===== src/hdl/arfl_ram.sv =====
// ----------------------------------------------------------------------------
// arfl_ram
// Generic single-write, single-read RAM with registered read data.
// ----------------------------------------------------------------------------
module arfl_ram #(
  parameter int WIDTH = 96,
  parameter int DEPTH = 16
) (
  input  logic                     clk_i,
  input  logic                     we_i,
  input  logic [$clog2(DEPTH)-1:0] waddr_i,
  input  logic [WIDTH-1:0]         wdata_i,
  input  logic [$clog2(DEPTH)-1:0] raddr_i,
  output logic [WIDTH-1:0]         rdata_o
);

  logic [WIDTH-1:0] mem_q [DEPTH];

  always_ff @(posedge clk_i) begin
    if (we_i) begin
      mem_q[waddr_i] <= wdata_i;
    end
    rdata_o <= mem_q[raddr_i];
  end

endmodule


===== config.mk =====
export PLATFORM = sky130hd
export DESIGN_NAME = arfl_ram
export DESIGN_NICKNAME = d
export VERILOG_FILES = /design/src/hdl/arfl_ram.sv
export SDC_FILE = /design/constraint.sdc
export NUM_CORES = 1
export LEC_CHECK = 0
export ABC_AREA = 0
export BUFFER_PORTS_ARGS = -buffer_cell sky130_fd_sc_hd__buf_2
export CORE_MARGIN = 4
export CORE_UTILIZATION = 45
export DETAILED_ROUTE_END_ITERATION = 7
export MAX_ROUTING_LAYER = met4
export SLEW_MARGIN = 10
export SYNTH_ARGS = -nofsm -noshare
export SYNTH_HDL_FRONTEND = slang
export SYNTH_SLANG_ARGS = --single-unit

===== constraint.sdc =====
create_clock -name clk_i -period 8.6 [get_ports clk_i]
set_clock_uncertainty 0.05 [all_clocks]
set_input_delay 0.43 -clock clk_i [delete_from_list [all_inputs] [get_ports clk_i]]
set_output_delay 0.43 -clock clk_i [all_outputs]
set_load 0.005 [all_outputs]

* Yosys cells after proc, flatten, opt, wreduce, memory -nomap -nowiden
Memories as Yosys holds them, arrays and structs flattened. A register that Yosys moved wholly into a read port is not among the register bits.
Index checks and enable logic that the tools add are counted.
W data, S select, Z words.
** Storage, ports and cells
- RAM bits :: 1536
- Memories :: 1
- Word-level logic and storage cells :: 3
- Bits of input ports :: 106
- Bits in registers :: 0
- Output and inout bits :: 96
** Operators by class
- Mux-type cells :: 2
** Memories
- mem_q :: words 16, width 96, read ports 1, clocked after memory_dff 1, wr ports 1, line 17 : logic [WIDTH-1:0] mem_q [DEPTH];
** Operator list (count)
- $mux W1 :: 2

* Depth between registers and ports, before layout
- Word-level depth :: 2
- Gate-level depth with buffers :: 6
- Gate-level depth less buffers :: 3

* Worst setup path before layout
No wires, ideal clock.
- Path type :: input to register
- Start :: input port waddr_i[2]
- End :: memory mem_q[0][0] (enable)
- Path buffers :: 0
- Setup slack :: 442 ps
- Data required time :: 7880 ps
- Library setup time :: 670 ps
- Arrival :: 7438 ps
- Stages :: 2
- Path through :: or3b_2 -> nor3_1
** RTL lines
- start, declared :: line 11 : input logic [$clog2(DEPTH)-1:0] waddr_i,
- end, declared :: line 17
Straight into the memory's write port.

==> metrics.md <==
| Metric | Value |
|---|---|
| Synthesized net count | `approximately 2600` |
| CTS tree | `built` |
| Post-Syn Instances | `2460` |
| Vias in the first global route | `about 29000` |
| Nets | `between 2000 and 3000` |
| Worst-skew pair later-pin latency | `770 ps` |
| Sequential share of power | `0.539` |
| DIE AREA | `approximately 0.14 mm^2` |
| Crit. End Element | `flop` |
| Synthesized area | `about 0.059 mm^2` |
| FF+latch count, synth | `approximately 1600` |
| Fin crit share | `0.311` |
| Relative slew slack | `0.243` |
| Pins over their slew limit | `0` |
| Final hold vios | `0` |
| Internal power | `roughly 13 mW` |
| Clk buf depth | `3` |
| Hpwl dp | `about 64 mm` |
| RSZ-0062 raised after global routing | `false` |
| Reg2reg path depth | `3` |
| GPL Wtd Cong | `around 0.71` |
| Worst-path cell chain | `buf_8 > buf_4 > buf_4 > mux4_2 > a22oi_1 > nand2_1` |
| Die Wd | `between 300 and 400 um` |
| PD cells | `around 240 mW/mm^2` |
| Port Buf Inserts | `approximately 200` |
| Min-Delay Path Depth | `4` |
| Fmax | `around 0.37 GHz` |
| Startpoint Class | `input port` |
| CTS root buffer | `clkbuf_16` |
| Multi-input gate area | `approximately 0.011 mm^2` |
| Clock buffer count from CTS | `165` |
| Vias per std cell | `5.71` |
| Hold Crit Endpoint | `rdata_o[24]` |
| Gr ovfl total | `0` |
| Clock power share | `0.414` |
| Slew @ Worst Pin | `1140 ps` |
| FF/Latch Area | `0.0480 mm^2` |
| Critical Path RT | `just over 9000 ps` |
| Final core utilization | `0.527` |
| Max cap viols | `0` |
| Critical Path Fanout Max | `between 60 and 70` |
| Post-Syn Area per Cell | `roughly 24 um^2` |
| Setup total negative slack | `0 ps` |
| Hold-fix buffers at CTS | `between 90 and 100` |
| CTS H-Tree Depth | `4` |
| Final min period | `2670 ps` |
| P_leak | `between 20 and 25 nW` |
| Final setup viols | `0` |
| Post-CTS Resized | `0` |
| Synth unique cells | `18` |
| Clock-pin slew on the worst setup and hold paths | `60 ps` |
| Sequential area share after synthesis | `0.809` |
| Global-route wire length before repair | `around 190 mm` |
| Vias | `between 20000 and 30000` |
| Yosys warns | `0` |
| Share of layout cells above drive strength 1 | `0.293` |
| Placeable core area | `approximately 0.13 mm^2` |
| Final-layout fill cell count | `just under 10000` |
| Worst R2R End | `rdata_o[28]` |
| DRC errors left | `0` |
| Detail Route Antenna Nets | `0` |
| Worst Path Arrival | `approximately 3300 ps` |
| Initial core utilization | `0.455` |
| Post-CTS Setup Bufs | `0` |
| Critical Path Most Common Cell | `buf_4` |
| Syn-to-layout area delta | `15.7%` |
| Setup slack after placement | `5160 ps` |
| Largest stage delay on the critical path | `just under 800 ps` |
| R2r startpoint | `mem_q[1][28]` |
| Worst Hold Launch | `raddr_i[1]` |
| Status | `completed` |
| DIE HEIGHT | `between 300 and 400 um` |
| Switch share | `0.204` |
| Gate power share | `0.047` |
| Worst vdd ir | `around 0.00013 V` |
| Critical path class | `input port to flop` |
| Reg2reg setup slack | `slightly above 7000 ps` |
| Row cnt | `132` |
| Largest net degree at the start of global routing | `150` |
| Initial antenna violation count | `13` |
| Final Worst Setup Slack | `about 5900 ps` |
| Net Sw Power | `3.40 mW` |
| Worst min path class | `input port to flop` |
| I/O Pins | `between 200 and 250` |
| Total GRT Usage | `0.199` |
| Initial drt markers | `about 2400` |
| DRT Pass-1 Iters | `6` |
| Avg WL per Cell | `between 20 and 30 um` |
| Clk sinks | `1632` |
| Critical Path Slowest Stage Cell | `buf_4` |
| DRT Wirelength | `between 100 and 150 mm` |
worst max-delay path, delay by kind of cell:
kind / cells / cell delay, ps
mux: 1 / 410
buf+inv: 3 / 1960
compound gates: 1 / 250
simple gates: 1 / 80
per-layer routing:
| layer | GRT usage | part of all wire | vias up |
|---|---|---|---|
| met2 | 0.335 | 0.52 | 861 |
| met1 | 0.251 | 0.40 | 14600 |
| met3 | 0.0353 | 0.059 | 204 |
| met4 | 0.0570 | 0.024 | 0 |
| li1 | - | - | 11300 |
| met5 | - | 0 | - |
worst max-delay path by stage:
stage	start	end	slack, ps	cells past startpoint
after global placement	waddr_i[2]	mem_q[1][53]	5180	5
after CTS	waddr_i[2]	mem_q[1][43]	5970	5
after detailed placement	waddr_i[2]	mem_q[1][61]	5160	5
after global routing	raddr_i[1]	rdata_o[3]	5840	6
after floorplan	waddr_i[2]	mem_q[0][0]	440	2
final	raddr_i[1]	rdata_o[45]	5930	6
cells by family (layout without fill, tap and decap cells):
logic type      after synthesis  after routing  share of synthesized area
flops                      1632           1632                      0.809
mux                         384            384                      0.146
compound gates              192            192                     0.0243
buf+inv                     129            647                     0.0122
simple gates                123            123                    0.00831
other cells                   0             12                          0
sequential cells by signal, summed over array words and instances (netlist names):
name,count
mem_q,1536
rdata_o,96
metrics by stage:
stage | hold slack [ps] | power (mW) | area (um^2) | cells
floorplan | 479 | 9.54 | 59400 | 2460
global placement | 598 | 9.86 | 62400 | 4317
detailed placement | 601 | 9.89 | 62400 | 4317
CTS | 264 | 16.8 | 68600 | 4720
global route | 307 | 17.2 | 68600 | 4728
finish | 305 | 16.6 | 68700 | 4732
cell type report:
type	instances	share of cell area
Antenna cell	12	0.000437
Clock buffer	230	0.0666
Clock inverter	77	0.00981
Multi-Input combinational cell	699	0.156
Sequential cell	1632	0.700
Tap cell	1742	0.0317
Timing Repair Buffer	340	0.0355
synthesized netlist by cell type:
library cell	n	area [um^2]
edfxtp_1	1536	46100
mux4_2	384	8650
a22oi_1	192	1440
nand2_1	97	364
dfxtp_1	96	1920
clkbuf_1	46	173
buf_1	32	120
buf_6	21	236
buf_4	19	143
nor2_1	13	48.8
buf_2	11	55.1
nor3_1	4	20.0
nand2b_1	2	12.5
nand3b_1	2	15.0
nor2b_1	2	12.5
and2_1	1	6.26
nand3_1	1	5.00
or3b_2	1	8.76
power by group through the flow:
stage,Sequential [mW],Clock [mW],Combinational (mW)
2_1_floorplan,9.12,0,0.425
3_3_place_gp,9.12,0,0.743
3_5_place_dp,9.13,0,0.759
4_1_cts,8.97,7.04,0.802
5_1_grt,8.97,7.41,0.848
6_report,8.96,6.89,0.781
layout by cell type, fill, tap and decap left out, types with 13 or more instances in the layout:
cell type / instances
dlygate4sd3_1: 96
dfxtp_1: 96
a22oi_1: 192
edfxtp_1: 1536
nor2_4: 13
buf_2: 199
mux4_2: 384
clkbuf_1: 51
clkbuf_16: 170
clkinv_1: 33
clkinv_2: 22
nand2_1: 97
buf_4: 33
Note: power is estimated with default switching activity, not from simulation.
