## src/hdl/arfl_pkg.sv

```systemverilog
// ----------------------------------------------------------------------------
// arfl_pkg
// Shared widths, request and status codes, and sequencer states for the
// aligned region free list.
// ----------------------------------------------------------------------------
package arfl_pkg;

  localparam int ACT_W = 2;
  localparam int ST_W  = 2;
  localparam int PS_W  = 31;
  localparam int PC_W  = 32;
  localparam int SZ_W  = 64;  // run length and alignment arithmetic

  localparam logic [ACT_W-1:0] ACT_ALLOC = 2'd0;
  localparam logic [ACT_W-1:0] ACT_AT    = 2'd1;
  localparam logic [ACT_W-1:0] ACT_FREE  = 2'd2;

  localparam logic [ST_W-1:0] ST_OK         = 2'd0;
  localparam logic [ST_W-1:0] ST_MISALIGNED = 2'd1;
  localparam logic [ST_W-1:0] ST_NOFIT      = 2'd2;
  localparam logic [ST_W-1:0] ST_FULL       = 2'd3;

  typedef enum logic [18:0] {
    S_IDLE  = 19'h00001,
    S_MUL   = 19'h00002,
    S_CHK   = 19'h00004,
    S_MODA  = 19'h00008,
    S_SCAN  = 19'h00010,
    S_LAT   = 19'h00020,
    S_MODW  = 19'h00040,
    S_FIT   = 19'h00080,
    S_CARVE = 19'h00100,
    S_FRD   = 19'h00200,
    S_MCHK  = 19'h00400,
    S_MLAT  = 19'h00800,
    S_SDR   = 19'h01000,
    S_SDW   = 19'h02000,
    S_SUR   = 19'h04000,
    S_SUW   = 19'h08000,
    S_WRA   = 19'h10000,
    S_WRB   = 19'h20000,
    S_OUT   = 19'h40000
  } state_e;

endpackage

```

## src/hdl/arfl_mod_unit.sv

```systemverilog
// ----------------------------------------------------------------------------
// arfl_mod_unit
// Bit-serial restoring remainder unit: dividend mod page size, one dividend
// bit per cycle.
// ----------------------------------------------------------------------------
module arfl_mod_unit #(
  parameter int DW = 48
) (
  input  logic                     clk_i,
  input  logic                     rst_ni,
  input  logic                     start_i,
  input  logic [DW-1:0]            dividend_i,
  input  logic [arfl_pkg::PS_W-1:0] divisor_i,
  output logic                     done_o,
  output logic [arfl_pkg::PS_W-1:0] rem_o
);

  localparam int CW = $clog2(DW + 1);

  logic                      busy_q, busy_d;
  logic [CW-1:0]             cnt_q, cnt_d;
  logic [DW-1:0]             dvd_q, dvd_d;
  logic [arfl_pkg::PS_W-1:0] dvs_q, dvs_d;
  logic [arfl_pkg::PS_W-1:0] rem_q, rem_d;
  logic [arfl_pkg::PS_W:0]   trial;

  assign trial  = {rem_q, dvd_q[DW-1]};
  assign done_o = busy_q && (cnt_q == '0);
  assign rem_o  = rem_q;

  always_comb begin
    busy_d = busy_q;
    cnt_d  = cnt_q;
    dvd_d  = dvd_q;
    dvs_d  = dvs_q;
    rem_d  = rem_q;
    if (start_i) begin
      busy_d = 1'b1;
      cnt_d  = CW'(DW);
      dvd_d  = dividend_i;
      dvs_d  = divisor_i;
      rem_d  = '0;
    end else if (busy_q) begin
      if (cnt_q == '0) begin
        busy_d = 1'b0;
      end else begin
        cnt_d = cnt_q - 1'b1;
        dvd_d = {dvd_q[DW-2:0], 1'b0};
        if (trial >= {1'b0, dvs_q}) begin
          rem_d = arfl_pkg::PS_W'(trial - {1'b0, dvs_q});
        end else begin
          rem_d = arfl_pkg::PS_W'(trial);
        end
      end
    end
  end

  always_ff @(posedge clk_i or negedge rst_ni) begin
    if (!rst_ni) begin
      busy_q <= 1'b0;
      cnt_q  <= '0;
    end else begin
      busy_q <= busy_d;
      cnt_q  <= cnt_d;
    end
  end

  always_ff @(posedge clk_i) begin
    dvd_q <= dvd_d;
    dvs_q <= dvs_d;
    rem_q <= rem_d;
  end

endmodule

```

## config.mk

```make
export PLATFORM = sky130hd
export DESIGN_NAME = arfl_mod_unit
export DESIGN_NICKNAME = d
export VERILOG_FILES = /design/src/hdl/arfl_pkg.sv /design/src/hdl/arfl_mod_unit.sv
export SDC_FILE = /design/constraint.sdc
export NUM_CORES = 1
export LEC_CHECK = 0
export BUFFER_PORTS_ARGS = -buffer_cell sky130_fd_sc_hd__buf_2
export CAP_MARGIN = 0
export CORE_ASPECT_RATIO = 0.5
export CORE_MARGIN = 2
export CORE_UTILIZATION = 61
export CTS_CLUSTER_SIZE = 30
export DETAILED_ROUTE_END_ITERATION = 8
export GPL_TIMING_DRIVEN = 0
export PLACE_DENSITY = 0.86
export REMOVE_ABC_BUFFERS = 1
export SLEW_MARGIN = 40
export SYNTH_ARGS = -nofsm -noshare
export SYNTH_HDL_FRONTEND = slang
export SYNTH_SLANG_ARGS = --single-unit
```

## constraint.sdc

```tcl
create_clock -name clk_i -period 4.75 [get_ports clk_i]
set_input_delay 0.2375 -clock clk_i [delete_from_list [all_inputs] [get_ports clk_i]]
set_output_delay 0.2375 -clock clk_i [all_outputs]
set_load 0.01 [all_outputs]
```

Yosys cells after proc, flatten, opt, wreduce, memory -nomap -nowiden
Cells that the tools add are included.
Storage, ports and cells
  word-level logic and storage cells: 25
  output and inout bits: 32
  register bits: 117
Cells by class
  bitwise gates (word level): 1
  reduce and logical (&&, ||, !) cells: 5
  multiplexer cells: 10
  equality and inequality tests: 1
  add/sub/neg operators: 2
  $lt $le $gt $ge: 1
Operators by type and width (count)
  48-bit 2-to-1 mux: 3
  32-bit by 31-bit greater-or-equal comparator with 1-bit output: 1
  31-bit 2-to-1 mux: 1
  31-bit subtractor: 1
  6-bit 2-to-1 mux: 3
  6-bit logical NOT: 1
  6-bit by 1-bit subtractor with 6-bit output, second input constant: 1
  2-bit AND reduction: 2
  1-bit 2-to-1 mux: 3
  2-bit != test, second input constant: 1
  2-bit nonzero test: 1
  1-bit logical AND: 1
  1-bit inverter: 1

Depth between registers and ports, before layout
  depth in word-level cells: 4
  mapped depth: 12
  gate-level depth less buffers: 11

Worst setup path after synthesis
No wires, ideal clock.
  kind: register to register
  start point: reg dvd_q[47]
  end point: reg rem_q (netlist bit rem_o[27])
  setup time: 0.088 ns
  slack: 1.926 ns
  path buffers: 1
  arrival time: 2.736 ns
  period minus slack after synthesis: 2.824 ns
  data required time: 4.662 ns
  stages on the path, launching flop included: 13
  path through: edfxtp_1 -> inv_1 -> ha_1 -> fa_1 -> nand2b_1 -> a21oi_1 -> o21a_1 -> o21ai_1 -> a311oi_2 -> o32ai_2 -> or3_1 -> buf_2 -> o32ai_2
Between the ends
  word-level cells in the longest chain between the ends: 2
  elaborated cells on any way between the ends: 3
Ends and longest elaborated chain
  start: declaration: RTL line arfl_mod_unit.sv:22  | logic [DW-1:0] dvd_q, dvd_d;
  start signal: assignment: RTL line arfl_mod_unit.sv:69  | dvd_q <= dvd_d;
  31-bit subtractor or 32-bit by 31-bit greater-or-equal comparator with 1-bit output (tied branches): RTL line arfl_mod_unit.sv:50, arfl_mod_unit.sv:49
  31-bit 2-to-1 mux *: RTL line arfl_mod_unit.sv:49  | if (trial >= {1'b0, dvs_q}) begin
  end signal: assignment: RTL line arfl_mod_unit.sv:71  | rem_q <= rem_d;
  end: declaration: RTL line arfl_mod_unit.sv:24  | logic [arfl_pkg::PS_W-1:0] rem_q, rem_d;
Every way passes the cells marked *; elsewhere a longest branch is shown, timed or not.
A chain may end at the register's enable or synchronous reset.

Worst setup path in the final report
  start point: reg dvs_q[0] in the netlist's numbering
  end point: reg rem_q (netlist bit rem_o[27])
Between the ends
  word-level cells in the longest chain between the ends: 2
  elaborated cells on any way between the ends: 3
Ends and longest elaborated chain
  start: declaration: RTL line arfl_mod_unit.sv:23  | logic [arfl_pkg::PS_W-1:0] dvs_q, dvs_d;
  start signal: assignment: RTL line arfl_mod_unit.sv:70  | dvs_q <= dvs_d;
  31-bit subtractor or 32-bit by 31-bit greater-or-equal comparator with 1-bit output (tied branches): RTL line arfl_mod_unit.sv:50, arfl_mod_unit.sv:49
  31-bit 2-to-1 mux *: RTL line arfl_mod_unit.sv:49
Marks and branches as above.

==> summary by stage <==
Setup path
The number of buffers and inverters on the critical path is 1. The source of the worst register-to-register timing path is dvs_q[0]. The element type at the critical path end is a flop.

In this design, the stage delay of the slowest critical-path cell is around 0.52 ns. The terminus of the critical flop-to-flop path is rem_o[27]. The element type at the critical path start is a flop. The required time at the worst-slack endpoint is between 5 and 6 ns.

The worst setup path startpoint is dvs_q[0]. The cell at the slowest stage of the critical path is sky130_fd_sc_hd__or3_1. In this run the register-to-register setup slack is 1.05 ns. The data arrival at the endpoint of the critical path is 4.03 ns.

The critical path in this run is classified as flop to flop. Traced cell by cell, the critical path runs through ha_1 -> fa_1 -> nand2b_1 -> a21oi_1 -> o21a_1 -> o21ai_1 -> a311oi_2 -> o32ai_4 -> buf_6 -> or3_1 -> o32ai_2. The gate family responsible for the most delay along the worst path is compound AO/OA/AOI/OAI gates. The number of cells on the worst reg-to-reg path is 11. Of all nets on the critical path, the largest fanout is 12.

Final layout
Summing all multi-input logic gate instances after layout gives between 0.003 and 0.004 mm^2. The layout has ~700 filler cells. Of the cells placed in the final design, the portion with a size suffix greater than 1 is 0.278. The number of nets at the end of the flow is between 800 and 900. Compared with the post-synthesis result, the final layout area differs by 24.6%. Across the whole layout, storage elements account for ~0.0032 mm^2. The antenna diode count is 0. The filler-free cell count of the finished design is between 800 and 900.

Clock tree
The quantity of gates resized following cts is 0. The CTS clock-pin slew for the worst setup and hold paths is about 0.06 ns. For this design, the sink count on the clock tree is between 100 and 150.

The maximum root-to-sink buffer count is 2. The clock tree synthesis step divided the H-tree into 4 levels. The library cell used as clock root buffer is sky130_fd_sc_hd__clkbuf_16.

At the later pin of the worst-skew pair, clock insertion delay measures ~0.42 ns. The TritonCTS clock tree is built. The total CTS buffers is 17.

Placed design
The number of placed cells counting well taps is between 800 and 900. The placer's final routability congestion estimate is between 0.8 and 0.9. Detailed placement ended at an HPWL of between 10000 and 15000 um. The number of I/O port buffers is roughly 110.

Die
The floorplan step set the die height to around 77 um. The cell row count is 26. In this run the standard cell core region covers around 0.010 mm^2. The total die area is 0.0115 mm^2. The I/O pin total is around 110. From left edge to right edge, the die measures 150 um. For this configuration, the core starts out at a cell density of 0.630.

Global routing
The global-route wire length before repair is 24900 um. For met2 alone, demand over resource in global routing was 0.465. The global-route usage over all layers is 0.276. The met3 usage is 0.0762. The maximum number of pins on one net before global-route repair is 57. The number of global-route vias before repair was around 5300. For this run the aggregate overflow at the end of global routing stands at 0. The initial antenna violation count is 0.

The met1 usage in global routing is 0.340. met2 is the most crowded layer.

Hold path
The type of the tightest min-delay check is input port to flop. Along the worst hold path, the cell count comes to 1. The start point of the worst min-delay path is divisor_i[12].

The worst hold endpoint is dvs_q[12].

Synth
Counting flops and latches in the post-synthesis netlist gives between 100 and 150. The post-synthesis instance total is 603. The predominant post-synthesis flop cell is sky130_fd_sc_hd__edfxtp_1. The netlist area before placement is ~0.0065 mm^2. The synthesized area per cell is ~11 um^2.

The compound-cell area share of the yosys netlist is 0.159. The Yosys warning count is 0. The share of flip-flops with an asynchronous set or reset after synthesis is 0.0598. The multiplexer share of the synthesized area is 0.116. By area, the combinational part of the netlist is dominated by compound AO/OA/AOI/OAI gates. The number of unique standard cell types used by synthesis is 52. For this run, the register share of the synthesized area comes to 0.489.

The simple-gate share of the synthesized area is 0.0890. The count of flip-flops with a built-in enable after synthesis is a little under 80. The area share of fa/ha/maj cells after synthesis is 0.0668. Of the total synthesized cell area, the portion taken by XOR and XNOR cells is 0.0378.

Detailed routing
The total DRC errors in the routed layout is 0. Dividing the detail-routed via count by the number of cells gives 5.88. The detail route stage leaves a number of antenna-violating nets equal to 0. The total vias in the final route is approximately 5200.

For this block, the initial DRC count from the detailed router was between 400 and 500. After detailed routing, the average wire length per cell comes to between 15 and 20 um. Before antenna repair, the detailed router went through 6 iterations.

The final layout contains routed wiring with a total length of ~16000 um.

Power and ir drop
Summed over all cells, the static leakage comes to about 3.7 nW. Dividing total power by cell area gives a power density of between 300 and 400 mW/mm^2. The worst-case vdd ir drop is 0.342 mV.

Timing
The number of endpoints with negative hold slack in the final report is 0. Setup violations remaining at the end of the flow were counted as 0. After routing, the total negative slack on setup checks comes to 0 ns.

The worst-case clock skew is approximately 0.0079 ns. The upper clock frequency limit is ~270 MHz. Dividing the final minimum period by the clock period gives 0.779. Setup repair after global routing left no endpoint under its margin.

In this run the tightest slew margin relative to its limit is 0.516. The post-layout minimum cycle time is 3.70 ns. The count of final max-slew check failures is 0. For the pin with the worst max-slew slack, the measured transition is slightly above 0.7 ns.

Run
The number of maximum-capacitance violations is 0.

Run status
The run finished with clean final reports.
## synth_stat cells (2+ instances only)
library cell / instances / area share
sky130_fd_sc_hd__o211ai_1: 7 / 0.0081
sky130_fd_sc_hd__nor3_1: 8 / 0.0062
sky130_fd_sc_hd__a211oi_1: 5 / 0.0058
sky130_fd_sc_hd__nand4_1: 9 / 0.0087
sky130_fd_sc_hd__o21a_1: 6 / 0.0070
sky130_fd_sc_hd__nor2_1: 23 / 0.013
sky130_fd_sc_hd__mux2i_1: 21 / 0.032
sky130_fd_sc_hd__a31oi_1: 13 / 0.013
sky130_fd_sc_hd__nand3_1: 4 / 0.0031
sky130_fd_sc_hd__o21ai_1: 3 / 0.0023
sky130_fd_sc_hd__nand2b_1: 4 / 0.0039
sky130_fd_sc_hd__a21o_1: 9 / 0.010
sky130_fd_sc_hd__and3_1: 6 / 0.0058
sky130_fd_sc_hd__a41oi_1: 2 / 0.0027
sky130_fd_sc_hd__clkbuf_1: 15 / 0.0087
sky130_fd_sc_hd__and2_1: 11 / 0.011
sky130_fd_sc_hd__o21bai_1: 6 / 0.0070
sky130_fd_sc_hd__o32ai_2: 2 / 0.0050
sky130_fd_sc_hd__buf_1: 5 / 0.0029
sky130_fd_sc_hd__ha_1: 33 / 0.064
sky130_fd_sc_hd__edfxtp_1: 79 / 0.37
sky130_fd_sc_hd__o22ai_1: 8 / 0.0077
sky130_fd_sc_hd__dfxtp_1: 31 / 0.096
sky130_fd_sc_hd__dfrtp_1: 7 / 0.027
sky130_fd_sc_hd__or3_1: 2 / 0.0019
sky130_fd_sc_hd__o41ai_1: 3 / 0.0041
sky130_fd_sc_hd__a21oi_1: 58 / 0.045
sky130_fd_sc_hd__o31ai_1: 2 / 0.0023
sky130_fd_sc_hd__nor4_1: 3 / 0.0029
sky130_fd_sc_hd__buf_2: 6 / 0.0046
sky130_fd_sc_hd__nor2b_1: 4 / 0.0039
sky130_fd_sc_hd__nand2_1: 35 / 0.020
sky130_fd_sc_hd__inv_1: 44 / 0.025
sky130_fd_sc_hd__xor2_1: 6 / 0.0081
sky130_fd_sc_hd__xnor2_1: 22 / 0.030
sky130_fd_sc_hd__mux2_2: 48 / 0.083
sky130_fd_sc_hd__o21ai_0: 38 / 0.029
## kinds of logic after synthesis
kind of cell | after synthesis
DFF | 117
adders and majority gates | 34
and+or+nand+nor | 115
AOI/OAI and AO/OA | 169
buffers and inverters | 71
xor gates and xnor gates | 28
muxes | 69
## stage by stage
stage	worst slack (ns)	total power, mW	utilization	hold WS [ns]	cell area [um^2]
2_1_floorplan	1.39	1.49	-	-0.0581	6370
3_3_place_gp	-0.149	1.59	0.692	0.0769	7120
3_5_place_dp	1.15	1.61	0.702	0.0806	7220
4_1_cts	1.09	2.95	0.781	0.00128	8030
5_1_grt	0.858	3.05	0.785	0.0000559	8070
6_report	1.05	2.95	0.785	0.00182	8070
## power breakdown
part,internal (mW),switching [mW]
Sequential,1.19,0.0413
Clock,0.827,0.499
Combinational,0.187,0.212
## worst max-delay path by stage
stage	depth (start not counted)	endpoint
final	11	rem_o[27]
after global routing	12	rem_o[27]
after CTS	11	rem_o[27]
after detailed placement	11	rem_o[27]
after global placement	3	dvd_q[25]
after floorplan	9	rem_o[18]
## final cells by class
type                            count  share of cell area
Clock buffer                       17              0.0527
Clock inverter                     15              0.0222
Inverter                           45              0.0209
Multi-Input combinational cell    415               0.379
Sequential cell                   117               0.392
Tap cell                          140              0.0217
Timing Repair Buffer              143               0.111
## worst register-to-register path: cells and delay by family, from the launching register on
| family | cells | cell delay (ns) |
|---|---|---|
| simple gates | 2 | 0.72 |
| buf+inv | 1 | 0.22 |
| fa+ha+maj | 2 | 0.65 |
| flops | 1 | 0.37 |
| compound gates | 6 | 1.65 |
## metal layers
| metal | vias to the layer above | routed length (um) |
|---|---|---|
| met1 | 2515 | 6720 |
| li1 | 2508 | - |
| met3 | 36 | 977 |
| met5 | - | 0 |
| met4 | 0 | 282 |
| met2 | 183 | 7570 |
## layout by cell type, fill, tap and decap left out, types with 3 or more instances in the layout
master and n:
sky130_fd_sc_hd__xnor2_1 22, sky130_fd_sc_hd__dfxtp_1 31, sky130_fd_sc_hd__nor2b_1 4, sky130_fd_sc_hd__dlygate4sd3_1 25, sky130_fd_sc_hd__clkinv_4 3, sky130_fd_sc_hd__a21oi_1 58, sky130_fd_sc_hd__mux2_2 48, sky130_fd_sc_hd__bufinv_16 3
sky130_fd_sc_hd__nand4_1 9, sky130_fd_sc_hd__a31oi_1 13, sky130_fd_sc_hd__o21bai_1 6, sky130_fd_sc_hd__nor3_1 8, sky130_fd_sc_hd__dfrtp_1 7, sky130_fd_sc_hd__o21a_1 6, sky130_fd_sc_hd__nand2_1 34, sky130_fd_sc_hd__a21o_1 9
sky130_fd_sc_hd__and3_1 6, sky130_fd_sc_hd__nor4_1 3, sky130_fd_sc_hd__buf_2 112, sky130_fd_sc_hd__o211ai_1 7, sky130_fd_sc_hd__nand3_1 4, sky130_fd_sc_hd__clkinvlp_4 3, sky130_fd_sc_hd__a211oi_1 5, sky130_fd_sc_hd__edfxtp_1 79
sky130_fd_sc_hd__mux2i_1 21, sky130_fd_sc_hd__ha_1 33, sky130_fd_sc_hd__and2_1 10, sky130_fd_sc_hd__inv_6 3, sky130_fd_sc_hd__inv_1 43, sky130_fd_sc_hd__nand2b_1 4, sky130_fd_sc_hd__o22ai_1 8, sky130_fd_sc_hd__o21ai_0 38
sky130_fd_sc_hd__clkbuf_16 17, sky130_fd_sc_hd__xor2_1 6, sky130_fd_sc_hd__o41ai_1 3, sky130_fd_sc_hd__nor2_1 23, sky130_fd_sc_hd__o21ai_1 3
## flip-flops by register name, indices dropped and copies added, names as in the netlist
signal  count
dvd_q      48
dvs_q      31
rem_o      31
cnt_q       6
busy_q      1
## what timing repair did
action / CTS / global route
setup buffers: 0 / 0
hold endpoints to repair: 27 / 4
hold buffers: 21 / 4
No activity file was read; power rests on OpenSTA's default activity.
